## config.mk

```make
export PLATFORM = sky130hd
export DESIGN_NAME = lru_key_value_cache_top
export DESIGN_NICKNAME = d
export VERILOG_FILES = /design/src/lkv_pkg.sv /design/src/lkv_ctrl.sv /design/src/lkv_dpath.sv /design/src/lru_key_value_cache_top.sv
export SDC_FILE = /design/constraint.sdc
export NUM_CORES = 1
export LEC_CHECK = 0
export BUFFER_PORTS_ARGS = -buffer_cell sky130_fd_sc_hd__buf_4
export CAP_MARGIN = 25
export CORE_MARGIN = 2
export CORE_UTILIZATION = 40
export DETAILED_ROUTE_END_ITERATION = 10
export GPL_ROUTABILITY_DRIVEN = 0
export PLACE_DENSITY = 0.63
export SYNTH_ARGS = -nofsm -noshare
export SYNTH_HDL_FRONTEND = slang
export SYNTH_SLANG_ARGS = --single-unit
```

## constraint.sdc

```tcl
create_clock -name i_clk -period 8.3 [get_ports i_clk]
set_input_delay 0.415 -clock i_clk [delete_from_list [all_inputs] [get_ports i_clk]]
set_output_delay 0.415 -clock i_clk [all_outputs]
set_load 0.02 [all_outputs]
```

## src/lkv_pkg.sv

```systemverilog
package lkv_pkg;

    // request opcodes
    typedef enum logic [1:0] {
        OP_CONTAINS = 2'd0,
        OP_GET      = 2'd1,
        OP_INSERT   = 2'd2,
        OP_CLEAR    = 2'd3
    } t_opcode;

    // widths of the fixed fields
    localparam int unsigned KEY_W   = 32;
    localparam int unsigned VALUE_W = 32;
    localparam int unsigned CAP_W   = 4;
    localparam int unsigned OCC_W   = 4;

    // capacity after reset
    localparam logic [CAP_W-1:0] CAP_RESET = 4'd8;

    // commands from the controller to the datapath
    typedef struct packed {
        logic capture;
        logic execute;
    } t_dp_cmd;

endpackage

```

## src/lkv_ctrl.sv

```systemverilog
module lkv_ctrl (
    input  logic              i_clk,
    input  logic              i_rst_n,
    input  logic              start,
    output logic              busy,
    output logic              o_done,
    output lkv_pkg::t_dp_cmd  o_cmd
);

    typedef enum logic [1:0] {
        ST_IDLE = 2'b01,
        ST_EXEC = 2'b10
    } t_state;

    t_state r_state;
    t_state n_state;
    logic   r_done;

    // next state
    always_comb begin
        n_state = r_state;
        case (r_state)
            ST_IDLE: begin
                if (start) begin
                    n_state = ST_EXEC;
                end
            end
            ST_EXEC: begin
                n_state = ST_IDLE;
            end
            default: begin
                n_state = ST_IDLE;
            end
        endcase
    end

    // state and result strobe registers
    always_ff @(posedge i_clk) begin
        if (!i_rst_n) begin
            r_state <= ST_IDLE;
            r_done  <= 1'b0;
        end else begin
            r_state <= n_state;
            r_done  <= (r_state == ST_EXEC);
        end
    end

    // commands to the datapath
    assign o_cmd.capture = (r_state == ST_IDLE) && start;
    assign o_cmd.execute = (r_state == ST_EXEC);
    assign busy          = (r_state == ST_EXEC);
    assign o_done        = r_done;

endmodule

```

## src/lkv_dpath.sv

```systemverilog
module lkv_dpath #(
    parameter int unsigned ENTRIES    = 8,
    parameter int unsigned VALUE_BITS = 32
) (
    input  logic                          i_clk,
    input  logic                          i_rst_n,
    input  lkv_pkg::t_dp_cmd              i_cmd,
    input  logic                          i_cfg_we,
    input  logic [lkv_pkg::CAP_W-1:0]     i_cfg_wdata,
    input  logic [1:0]                    i_opcode,
    input  logic [lkv_pkg::KEY_W-1:0]     i_key,
    input  logic [lkv_pkg::VALUE_W-1:0]   i_value_in,
    output logic                          o_status,
    output logic                          o_found,
    output logic [lkv_pkg::VALUE_W-1:0]   o_value_out,
    output logic                          o_evicted,
    output logic [lkv_pkg::OCC_W-1:0]     o_occupancy
);

    localparam int unsigned RW   = (ENTRIES > 1) ? $clog2(ENTRIES) : 1;
    localparam int unsigned CW   = $clog2(ENTRIES + 1);
    localparam int unsigned CMPW = (CW > lkv_pkg::CAP_W) ? CW : lkv_pkg::CAP_W;
    localparam int unsigned VW   = (VALUE_BITS > lkv_pkg::VALUE_W) ? VALUE_BITS
                                                                     : lkv_pkg::VALUE_W;

    // request registers
    lkv_pkg::t_opcode               r_op;
    logic [lkv_pkg::KEY_W-1:0]      r_key;
    logic [VALUE_BITS-1:0]          r_val;
    logic [VW-1:0]                  vin_ext;

    // table storage
    logic [lkv_pkg::KEY_W-1:0]      r_keys [ENTRIES];
    logic [VALUE_BITS-1:0]          r_vals [ENTRIES];
    logic [ENTRIES-1:0]             r_valid;
    logic [RW-1:0]                  r_rank [ENTRIES];
    logic [CW-1:0]                  r_count;
    logic [lkv_pkg::CAP_W-1:0]      r_capacity;

    // next values
    logic [ENTRIES-1:0]             n_valid;
    logic [RW-1:0]                  n_rank [ENTRIES];
    logic [CW-1:0]                  n_count;

    // lookup and replacement
    logic [ENTRIES-1:0]             hit_vec;
    logic                           hit_any;
    logic [VALUE_BITS-1:0]          hit_val;
    logic [RW-1:0]                  hit_rank;
    logic [ENTRIES-1:0]             victim_vec;
    logic [ENTRIES-1:0]             free_vec;
    logic [ENTRIES-1:0]             slot_vec;
    logic                           slot_taken;
    logic                           slot_ok;
    logic                           do_evict;
    logic [CMPW-1:0]                cap_ext;
    logic [CMPW-1:0]                eff_cap;
    logic [CMPW-1:0]                cnt_ext;
    logic [ENTRIES-1:0]             key_we;
    logic [ENTRIES-1:0]             val_we;

    // result values
    logic                           res_status;
    logic                           res_found;
    logic [VW-1:0]                  vout_ext;
    logic                           res_get_hit;
    logic [CMPW-1:0]                occ_ext;

    assign vin_ext = VW'(i_value_in);

    // capture the request
    always_ff @(posedge i_clk) begin
        if (i_cmd.capture) begin
            r_op  <= lkv_pkg::t_opcode'(i_opcode);
            r_key <= i_key;
            r_val <= vin_ext[VALUE_BITS-1:0];
        end
    end

    // capacity register
    always_ff @(posedge i_clk) begin
        if (!i_rst_n) begin
            r_capacity <= lkv_pkg::CAP_RESET;
        end else if (i_cfg_we) begin
            r_capacity <= i_cfg_wdata;
        end
    end

    // parallel key compare
    always_comb begin
        hit_val  = '0;
        hit_rank = '0;
        for (int i = 0; i < ENTRIES; i++) begin
            hit_vec[i] = r_valid[i] && (r_keys[i] == r_key);
            if (hit_vec[i]) begin
                hit_val  = r_vals[i];
                hit_rank = r_rank[i];
            end
        end
        hit_any = |hit_vec;
    end

    // effective capacity and full check
    assign cap_ext = CMPW'(r_capacity);
    assign eff_cap = ((r_capacity == '0) || (cap_ext > CMPW'(ENTRIES))) ? CMPW'(ENTRIES)
                                                                        : cap_ext;
    assign cnt_ext = CMPW'(r_count);
    assign do_evict = (r_op == lkv_pkg::OP_INSERT) && !hit_any && (cnt_ext >= eff_cap);

    // victim is the valid entry holding the oldest rank
    always_comb begin
        for (int i = 0; i < ENTRIES; i++) begin
            victim_vec[i] = r_valid[i] && (CW'(r_rank[i]) == (r_count - CW'(1)));
        end
    end

    // first free slot once the victim is gone
    always_comb begin
        free_vec   = r_valid & ~(do_evict ? victim_vec : '0);
        slot_vec   = '0;
        slot_taken = 1'b0;
        for (int i = 0; i < ENTRIES; i++) begin
            if (!free_vec[i] && !slot_taken) begin
                slot_vec[i] = 1'b1;
                slot_taken  = 1'b1;
            end
        end
        slot_ok = slot_taken;
    end

    // next valid bits, ranks and count
    always_comb begin
        n_valid = r_valid;
        n_count = r_count;
        key_we  = '0;
        val_we  = '0;
        for (int i = 0; i < ENTRIES; i++) begin
            n_rank[i] = r_rank[i];
        end
        case (r_op)
            lkv_pkg::OP_GET, lkv_pkg::OP_INSERT: begin
                if (hit_any) begin
                    // promote the hit entry, younger entries age by one
                    for (int i = 0; i < ENTRIES; i++) begin
                        if (hit_vec[i]) begin
                            n_rank[i] = '0;
                        end else if (r_valid[i] && (r_rank[i] < hit_rank)) begin
                            n_rank[i] = r_rank[i] + RW'(1);
                        end
                    end
                    if (r_op == lkv_pkg::OP_INSERT) begin
                        val_we = hit_vec;
                    end
                end else if (r_op == lkv_pkg::OP_INSERT) begin
                    // evict if full, then add as most recent
                    for (int i = 0; i < ENTRIES; i++) begin
                        if (do_evict && victim_vec[i]) begin
                            n_valid[i] = 1'b0;
                            n_rank[i]  = '0;
                        end
                        if (free_vec[i]) begin
                            n_rank[i] = r_rank[i] + RW'(1);
                        end
                        if (slot_ok && slot_vec[i]) begin
                            n_valid[i] = 1'b1;
                            n_rank[i]  = '0;
                        end
                    end
                    key_we = slot_ok ? slot_vec : '0;
                    val_we = slot_ok ? slot_vec : '0;
                    if (slot_ok && !do_evict) begin
                        n_count = r_count + CW'(1);
                    end
                end
            end
            lkv_pkg::OP_CLEAR: begin
                n_valid = '0;
                n_count = '0;
                for (int i = 0; i < ENTRIES; i++) begin
                    n_rank[i] = '0;
                end
            end
            default: begin
                n_valid = r_valid;
            end
        endcase
    end

    // table control state
    always_ff @(posedge i_clk) begin
        if (!i_rst_n) begin
            r_valid <= '0;
            r_count <= '0;
            for (int i = 0; i < ENTRIES; i++) begin
                r_rank[i] <= '0;
            end
        end else if (i_cmd.execute) begin
            r_valid <= n_valid;
            r_count <= n_count;
            for (int i = 0; i < ENTRIES; i++) begin
                r_rank[i] <= n_rank[i];
            end
        end
    end

    // key and value storage
    always_ff @(posedge i_clk) begin
        if (i_cmd.execute) begin
            for (int i = 0; i < ENTRIES; i++) begin
                if (key_we[i]) begin
                    r_keys[i] <= r_key;
                end
                if (val_we[i]) begin
                    r_vals[i] <= r_val;
                end
            end
        end
    end

    // result fields
    assign res_get_hit = (r_op == lkv_pkg::OP_GET) && hit_any;
    assign res_status  = (r_op == lkv_pkg::OP_GET) && !hit_any;
    assign res_found   = hit_any && (r_op != lkv_pkg::OP_CLEAR);
    assign vout_ext    = res_get_hit ? VW'(hit_val) : '0;
    assign occ_ext     = CMPW'(n_count);

    // result registers
    always_ff @(posedge i_clk) begin
        if (i_cmd.execute) begin
            o_status    <= res_status;
            o_found     <= res_found;
            o_value_out <= vout_ext[lkv_pkg::VALUE_W-1:0];
            o_evicted   <= do_evict;
            o_occupancy <= occ_ext[lkv_pkg::OCC_W-1:0];
        end
    end

endmodule

```

## src/lru_key_value_cache_top.sv

```systemverilog
// LRU key/value cache: a small fully associative table with least-recently-used
// replacement.
//
// Request channel: drive i_opcode, i_key and i_value_in with start high; the
// transaction is taken at a rising edge where start is high and busy is low.
// Opcodes: contains, get, insert or update, clear.
// Result channel: o_done is high for exactly one cycle, together with o_status,
// o_found, o_value_out, o_evicted and o_occupancy. The receiver cannot stall;
// the result must be taken in that cycle.
// Sequencing: the accepting edge captures the request, the controller enters the
// execute state, and leaving it registers the result and raises o_done. busy is
// high for the single execute cycle, so no new request is taken while one executes.
// The execute cycle holds the parallel key compare over all entries and the
// rank update.
// Configuration: i_cfg_we with i_cfg_wdata writes the capacity register (zero
// means the full table); write it only while no request is in flight.
// Reset (i_rst_n low, synchronous): the table is empty, capacity returns to 8
// and no result is pending.
module lru_key_value_cache_top #(
    parameter int unsigned ENTRIES    = 8,
    parameter int unsigned VALUE_BITS = 32
) (
    input  logic                          i_clk,
    input  logic                          i_rst_n,
    input  logic                          start,
    output logic                          busy,
    input  logic [1:0]                    i_opcode,
    input  logic [lkv_pkg::KEY_W-1:0]     i_key,
    input  logic [lkv_pkg::VALUE_W-1:0]   i_value_in,
    input  logic                          i_cfg_we,
    input  logic [lkv_pkg::CAP_W-1:0]     i_cfg_wdata,
    output logic                          o_done,
    output logic                          o_status,
    output logic                          o_found,
    output logic [lkv_pkg::VALUE_W-1:0]   o_value_out,
    output logic                          o_evicted,
    output logic [lkv_pkg::OCC_W-1:0]     o_occupancy
);

    lkv_pkg::t_dp_cmd dp_cmd;

    // sequencing
    lkv_ctrl u_ctrl (
        .i_clk   (i_clk),
        .i_rst_n (i_rst_n),
        .start   (start),
        .busy    (busy),
        .o_done  (o_done),
        .o_cmd   (dp_cmd)
    );

    // table and result datapath
    lkv_dpath #(
        .ENTRIES    (ENTRIES),
        .VALUE_BITS (VALUE_BITS)
    ) u_dpath (
        .i_clk       (i_clk),
        .i_rst_n     (i_rst_n),
        .i_cmd       (dp_cmd),
        .i_cfg_we    (i_cfg_we),
        .i_cfg_wdata (i_cfg_wdata),
        .i_opcode    (i_opcode),
        .i_key       (i_key),
        .i_value_in  (i_value_in),
        .o_status    (o_status),
        .o_found     (o_found),
        .o_value_out (o_value_out),
        .o_evicted   (o_evicted),
        .o_occupancy (o_occupancy)
    );

`ifndef SYNTHESIS
    // every accepted transaction gives its result once the execute state is over
    a_result_follows: assert property (@(posedge i_clk) disable iff (!i_rst_n)
        (start && !busy) |=> ##1 o_done)
        else $error("accepted transaction produced no result");

    // a result only follows an execute cycle
    a_done_after_busy: assert property (@(posedge i_clk) disable iff (!i_rst_n)
        o_done |-> $past(busy))
        else $error("result strobe without execute cycle");

    // eviction only happens for a new key
    a_evict_not_found: assert property (@(posedge i_clk) disable iff (!i_rst_n)
        (o_done && o_evicted) |-> (!o_found && !o_status))
        else $error("eviction reported on a hit");

    // the execute state never follows itself: busy is not high in back-to-back cycles
    a_no_overlap: assert property (@(posedge i_clk) disable iff (!i_rst_n)
        busy |=> !busy)
        else $error("execute lasted more than one cycle");
`endif

endmodule

```

==> results.tsv <==
stage	metric	value	unit
outcome	status	completed	
finish	post_route_cells_drive_above_1_share	14.5	%
setup_path	worst_setup_path_start_kind	flop	
floorplanning	row_count	98	
logic_synthesis	ys_types	75	
floorplanning	dieArea	73900	µm²
logic_synthesis	ys_warn_count	0	
logic_synthesis	synth_fa_ha_area_share	1.48	%
placed_design	pre_cts_slack	2.08	ns
detailed_routing	vias	18087	
setup_path	crit_required	8.56	ns
setup_path	critPathMaxFanout	16	
sta	fin_crit	6.05	ns
sta	worst_slew_pin_slew	1.11	ns
power	peakVddDrop	0.191	mV
global_route	grt_usage	20.4	%
global_route	antenna_found_initial	1	
global_route	overflow	0	
logic_synthesis	synth-compound-area-share	8.89	%
setup_path	endpoint	u_dpath.r_rank[0][23]	
sta	rsz0062_at_grt	false	
placed_design	place_area	30700	µm²
placed_design	hpwl	48000	µm
detailed_routing	first_pass_iters	6	
flow_run	max-cap-violations	0	
clocking	cts_sinks	660	
sta	finClkSkew	0.0375	ns
setup_path	crit_family	simple AND/OR/NAND/NOR gates	
setup_path	worstSetupPathType	reg -> reg	
power	power	7.07	mW
sta	fin_setup_tns	0	ns
logic_synthesis	post_synth.cell_area_avg	14.3	µm²
global_route	grt_max_degree	76	
logic_synthesis	synth_top_family_by_area	XOR/XNOR gates	
setup_path	critical-path-max-stage-delay	0.96	ns
setup_path	cp_data_arrival_time	6.31	ns
global_route	grt_pass1_wl	113000	µm
setup_path	r2r_start	u_dpath.r_key[4]	
setup_path	worstPathCellList	xor2_1 > nor4_1 > nand3_1 > or4_1 > mux2i_1 > a21oi_1 > mux2_2 > o221ai_1 > ha_1 > o21ai_0 > nand3b_1 > and4_1 > a21boi_0	
logic_synthesis	synth_top_flop_cell	edfxtp_1	
sta	worst_slack	2.25	ns
clocking	clock_latency	0.62	ns
setup_path	r2r_end	u_dpath.r_rank[0][23]	
sta	fmax	0.165	GHz
logic_synthesis	synthMuxAreaShare	0.406	%
clocking	cts-root-buf	clkbuf_16	
setup_path	r2r_slack	2.25	ns
detailed_routing	viasPerCell	5.67	
sta	slew_violations	0	
detailed_routing	wl	76300	µm
clocking	clockBufferDepth	3	
logic_synthesis	synth-simple-area-share	9.01	%
sta	setup_viol	0	
floorplanning	io_pins	115	
logic_synthesis	synth-edff-count	641	
logic_synthesis	synth_nets	2108	
global_route	grt_pass1_vias	17911	
logic_synthesis	syn_area	28700	µm²
setup_path	rr_worst_depth	13	
logic_synthesis	async_flop_share	0	%
clocking	ctsResizeCount	0	
detailed_routing	wl_per_cell	23.9	µm
power	power.density	211	nW/µm²
floorplanning	die_w	272	µm
finish	fin_nets	2296	
logic_synthesis	synthCells	2000	
detailed_routing	drc_errors	0	
detailed_routing	drt_iter0_drc	2231	
finish	syn_to_final_growth	17.1	%
setup_path	crit_buf_inv	0	
placed_design	port_buffers	114	
setup_path	worst-path-stages	13	
logic_synthesis	yosysSeqAreaShare	68.4	%
logic_synthesis	synth_xor_area_share	9.07	%
finish	fin_area	33600	µm²
worst_hold_path	hold_path.class	in -> reg	
detailed_routing	drtAntennaViolNets	0	
floorplanning	initial_core_util	40.3	%
floorplanning	core_area	71200	µm²
clocking	cts_max_level	3	
setup_path	startpoint	u_dpath.r_key[4]	
power	p_leak	10.9	nW
sta	slew-limit-headroom	25.4	%
finish	antenna_cells	0	
clocking	path_clk_slew	0.06	ns
clocking	cts-buffers-inserted	69	
logic_synthesis	synth_seq_cells	660	
clocking	cts_tree	done	
floorplanning	die_y	272	µm
sta	hold_violations	0	
setup_path	crit_path_end_kind	flop	
setup_path	critPathSlowestCell	edfxtp_1	
sta	layout_worst_path_cycle_share	72.9	%
## cell usage after synthesis, types with 34 or more instances
cell      count  area [µm²]
a21oi_1      77         385
clkbuf_1     59         221
edfxtp_1    641       19200
ha_1         34         425
inv_1        65         244
nand2_1      77         289
nand3_1      66         330
nand4_1      67         419
nor2_1       78         293
nor4_1       64         400
o211ai_1     44         330
o21ai_0      87         435
xnor2_1     135        1180
xor2_1      145        1270
## worst min path at each step
stage                                     start                 endpoint  slack (ns)  depth (start not counted)
after detailed placement  u_dpath.r_vals[1][92]  u_dpath.o_value_out[28]        0.53                          1
after global placement       u_dpath.cap_ext[3]       u_dpath.cap_ext[3]        0.53                          2
final                                 i_key[29]        u_dpath.r_key[29]        0.02                          1
after CTS                        i_cfg_wdata[3]       u_dpath.cap_ext[3]       0.002                          3
after global routing                  i_key[29]        u_dpath.r_key[29]       0.009                          1
after floorplan              u_dpath.r_valid[3]       u_dpath.r_valid[3]        0.49                          2
## sequential cells by signal, summed over array words and instances (netlist names)
| name | count |
|---|---|
| u_dpath.r_keys | 256 |
| u_dpath.r_vals | 256 |
| u_dpath.o_value_out | 32 |
| u_dpath.r_key | 32 |
| u_dpath.r_val | 32 |
| u_dpath.r_rank | 24 |
| u_dpath.r_valid | 8 |
| u_dpath.cap_ext | 4 |
| u_dpath.cnt_ext | 4 |
| u_dpath.o_occupancy | 4 |
| u_ctrl.r_state | 2 |
| u_dpath.r_op | 2 |
| u_ctrl.o_done | 1 |
| u_dpath.o_evicted | 1 |
| u_dpath.o_found | 1 |
| u_dpath.o_status | 1 |
## layout make-up
type                    instances  area [µm²]
multi-input cells            1166        8430
repair buffers                226        1890
flip-flops and latches        660       19600
fillers                      6082       37700
clock buffers                  89        1840
inverters                      65         244
well taps                     950        1190
clock inverters                35         347
## worst reg2reg max path, cell delays in order (launching register included)
cell and delay (ns):
edfxtp_1 0.96, xor2_1 0.15, nor4_1 0.86, nand3_1 0.22
or4_1 0.83, mux2i_1 0.30, a21oi_1 0.09, mux2_2 0.30
o221ai_1 0.72, ha_1 0.36, o21ai_0 0.21, nand3b_1 0.10
and4_1 0.20, a21boi_0 0.39
## per-layer routing
layer / part of all wire [%] / global-route usage (%) / up-vias
met3: 8.5 / 3.90 / 185
met1: 42 / 28.0 / 8970
li1: - / - / 8033
met4: 4.0 / 8.47 / 0
met5: 0 / 0 / -
met2: 46 / 31.9 / 899
## cell usage in the layout (no fill, tap or decap), types with 7 or more instances in the layout
cell	instances
nor2_1	68
o31a_1	8
a21o_1	7
o21ai_0	87
and3_1	10
nor4_1	62
clkinv_1	12
nor2b_1	15
dlygate4sd3_1	65
dfxtp_1	19
buf_4	153
a21oi_1	77
nand2b_1	18
inv_1	64
o211ai_1	44
a211oi_1	8
nor3_1	29
clkinv_2	10
or4_1	12
edfxtp_1	641
nand3_1	65
clkbuf_1	18
a211oi_2	30
ha_1	34
o21a_1	9
clkbuf_16	71
a221o_1	33
nand4_1	67
xnor2_1	135
xor2_1	145
nand2_1	77
## repair_timing
| action | in CTS | in global routing |
|---|---|---|
| endpoints found under the hold margin | 65 | 0 |
| hold buffers | 65 | 0 |
| setup buffers | 0 | 0 |
## power by group
group	switching, mW	internal (mW)
clock	1.29	1.71
combinational	0.155	0.120
sequential	0.0894	3.70
total	1.54	5.53
## logic make-up after synthesis
kind of cell | count (synthesis)
simple gates | 478
mux | 11
compound gates | 355
fa+ha+maj | 34
flops | 660
buf+inv | 174
xor+xnor | 288
## per-stage QoR
step	std cells	utilization (%)	hold slack [ns]
after floorplan	2000	-	0.489
after global placement	2994	43.0	0.529
after detailed placement	2996	43.1	0.534
after CTS	3185	47.0	0.00181
after global routing	3191	47.1	0.00891
final	3191	47.1	0.0245
Power figures use the tool's default switching activity.
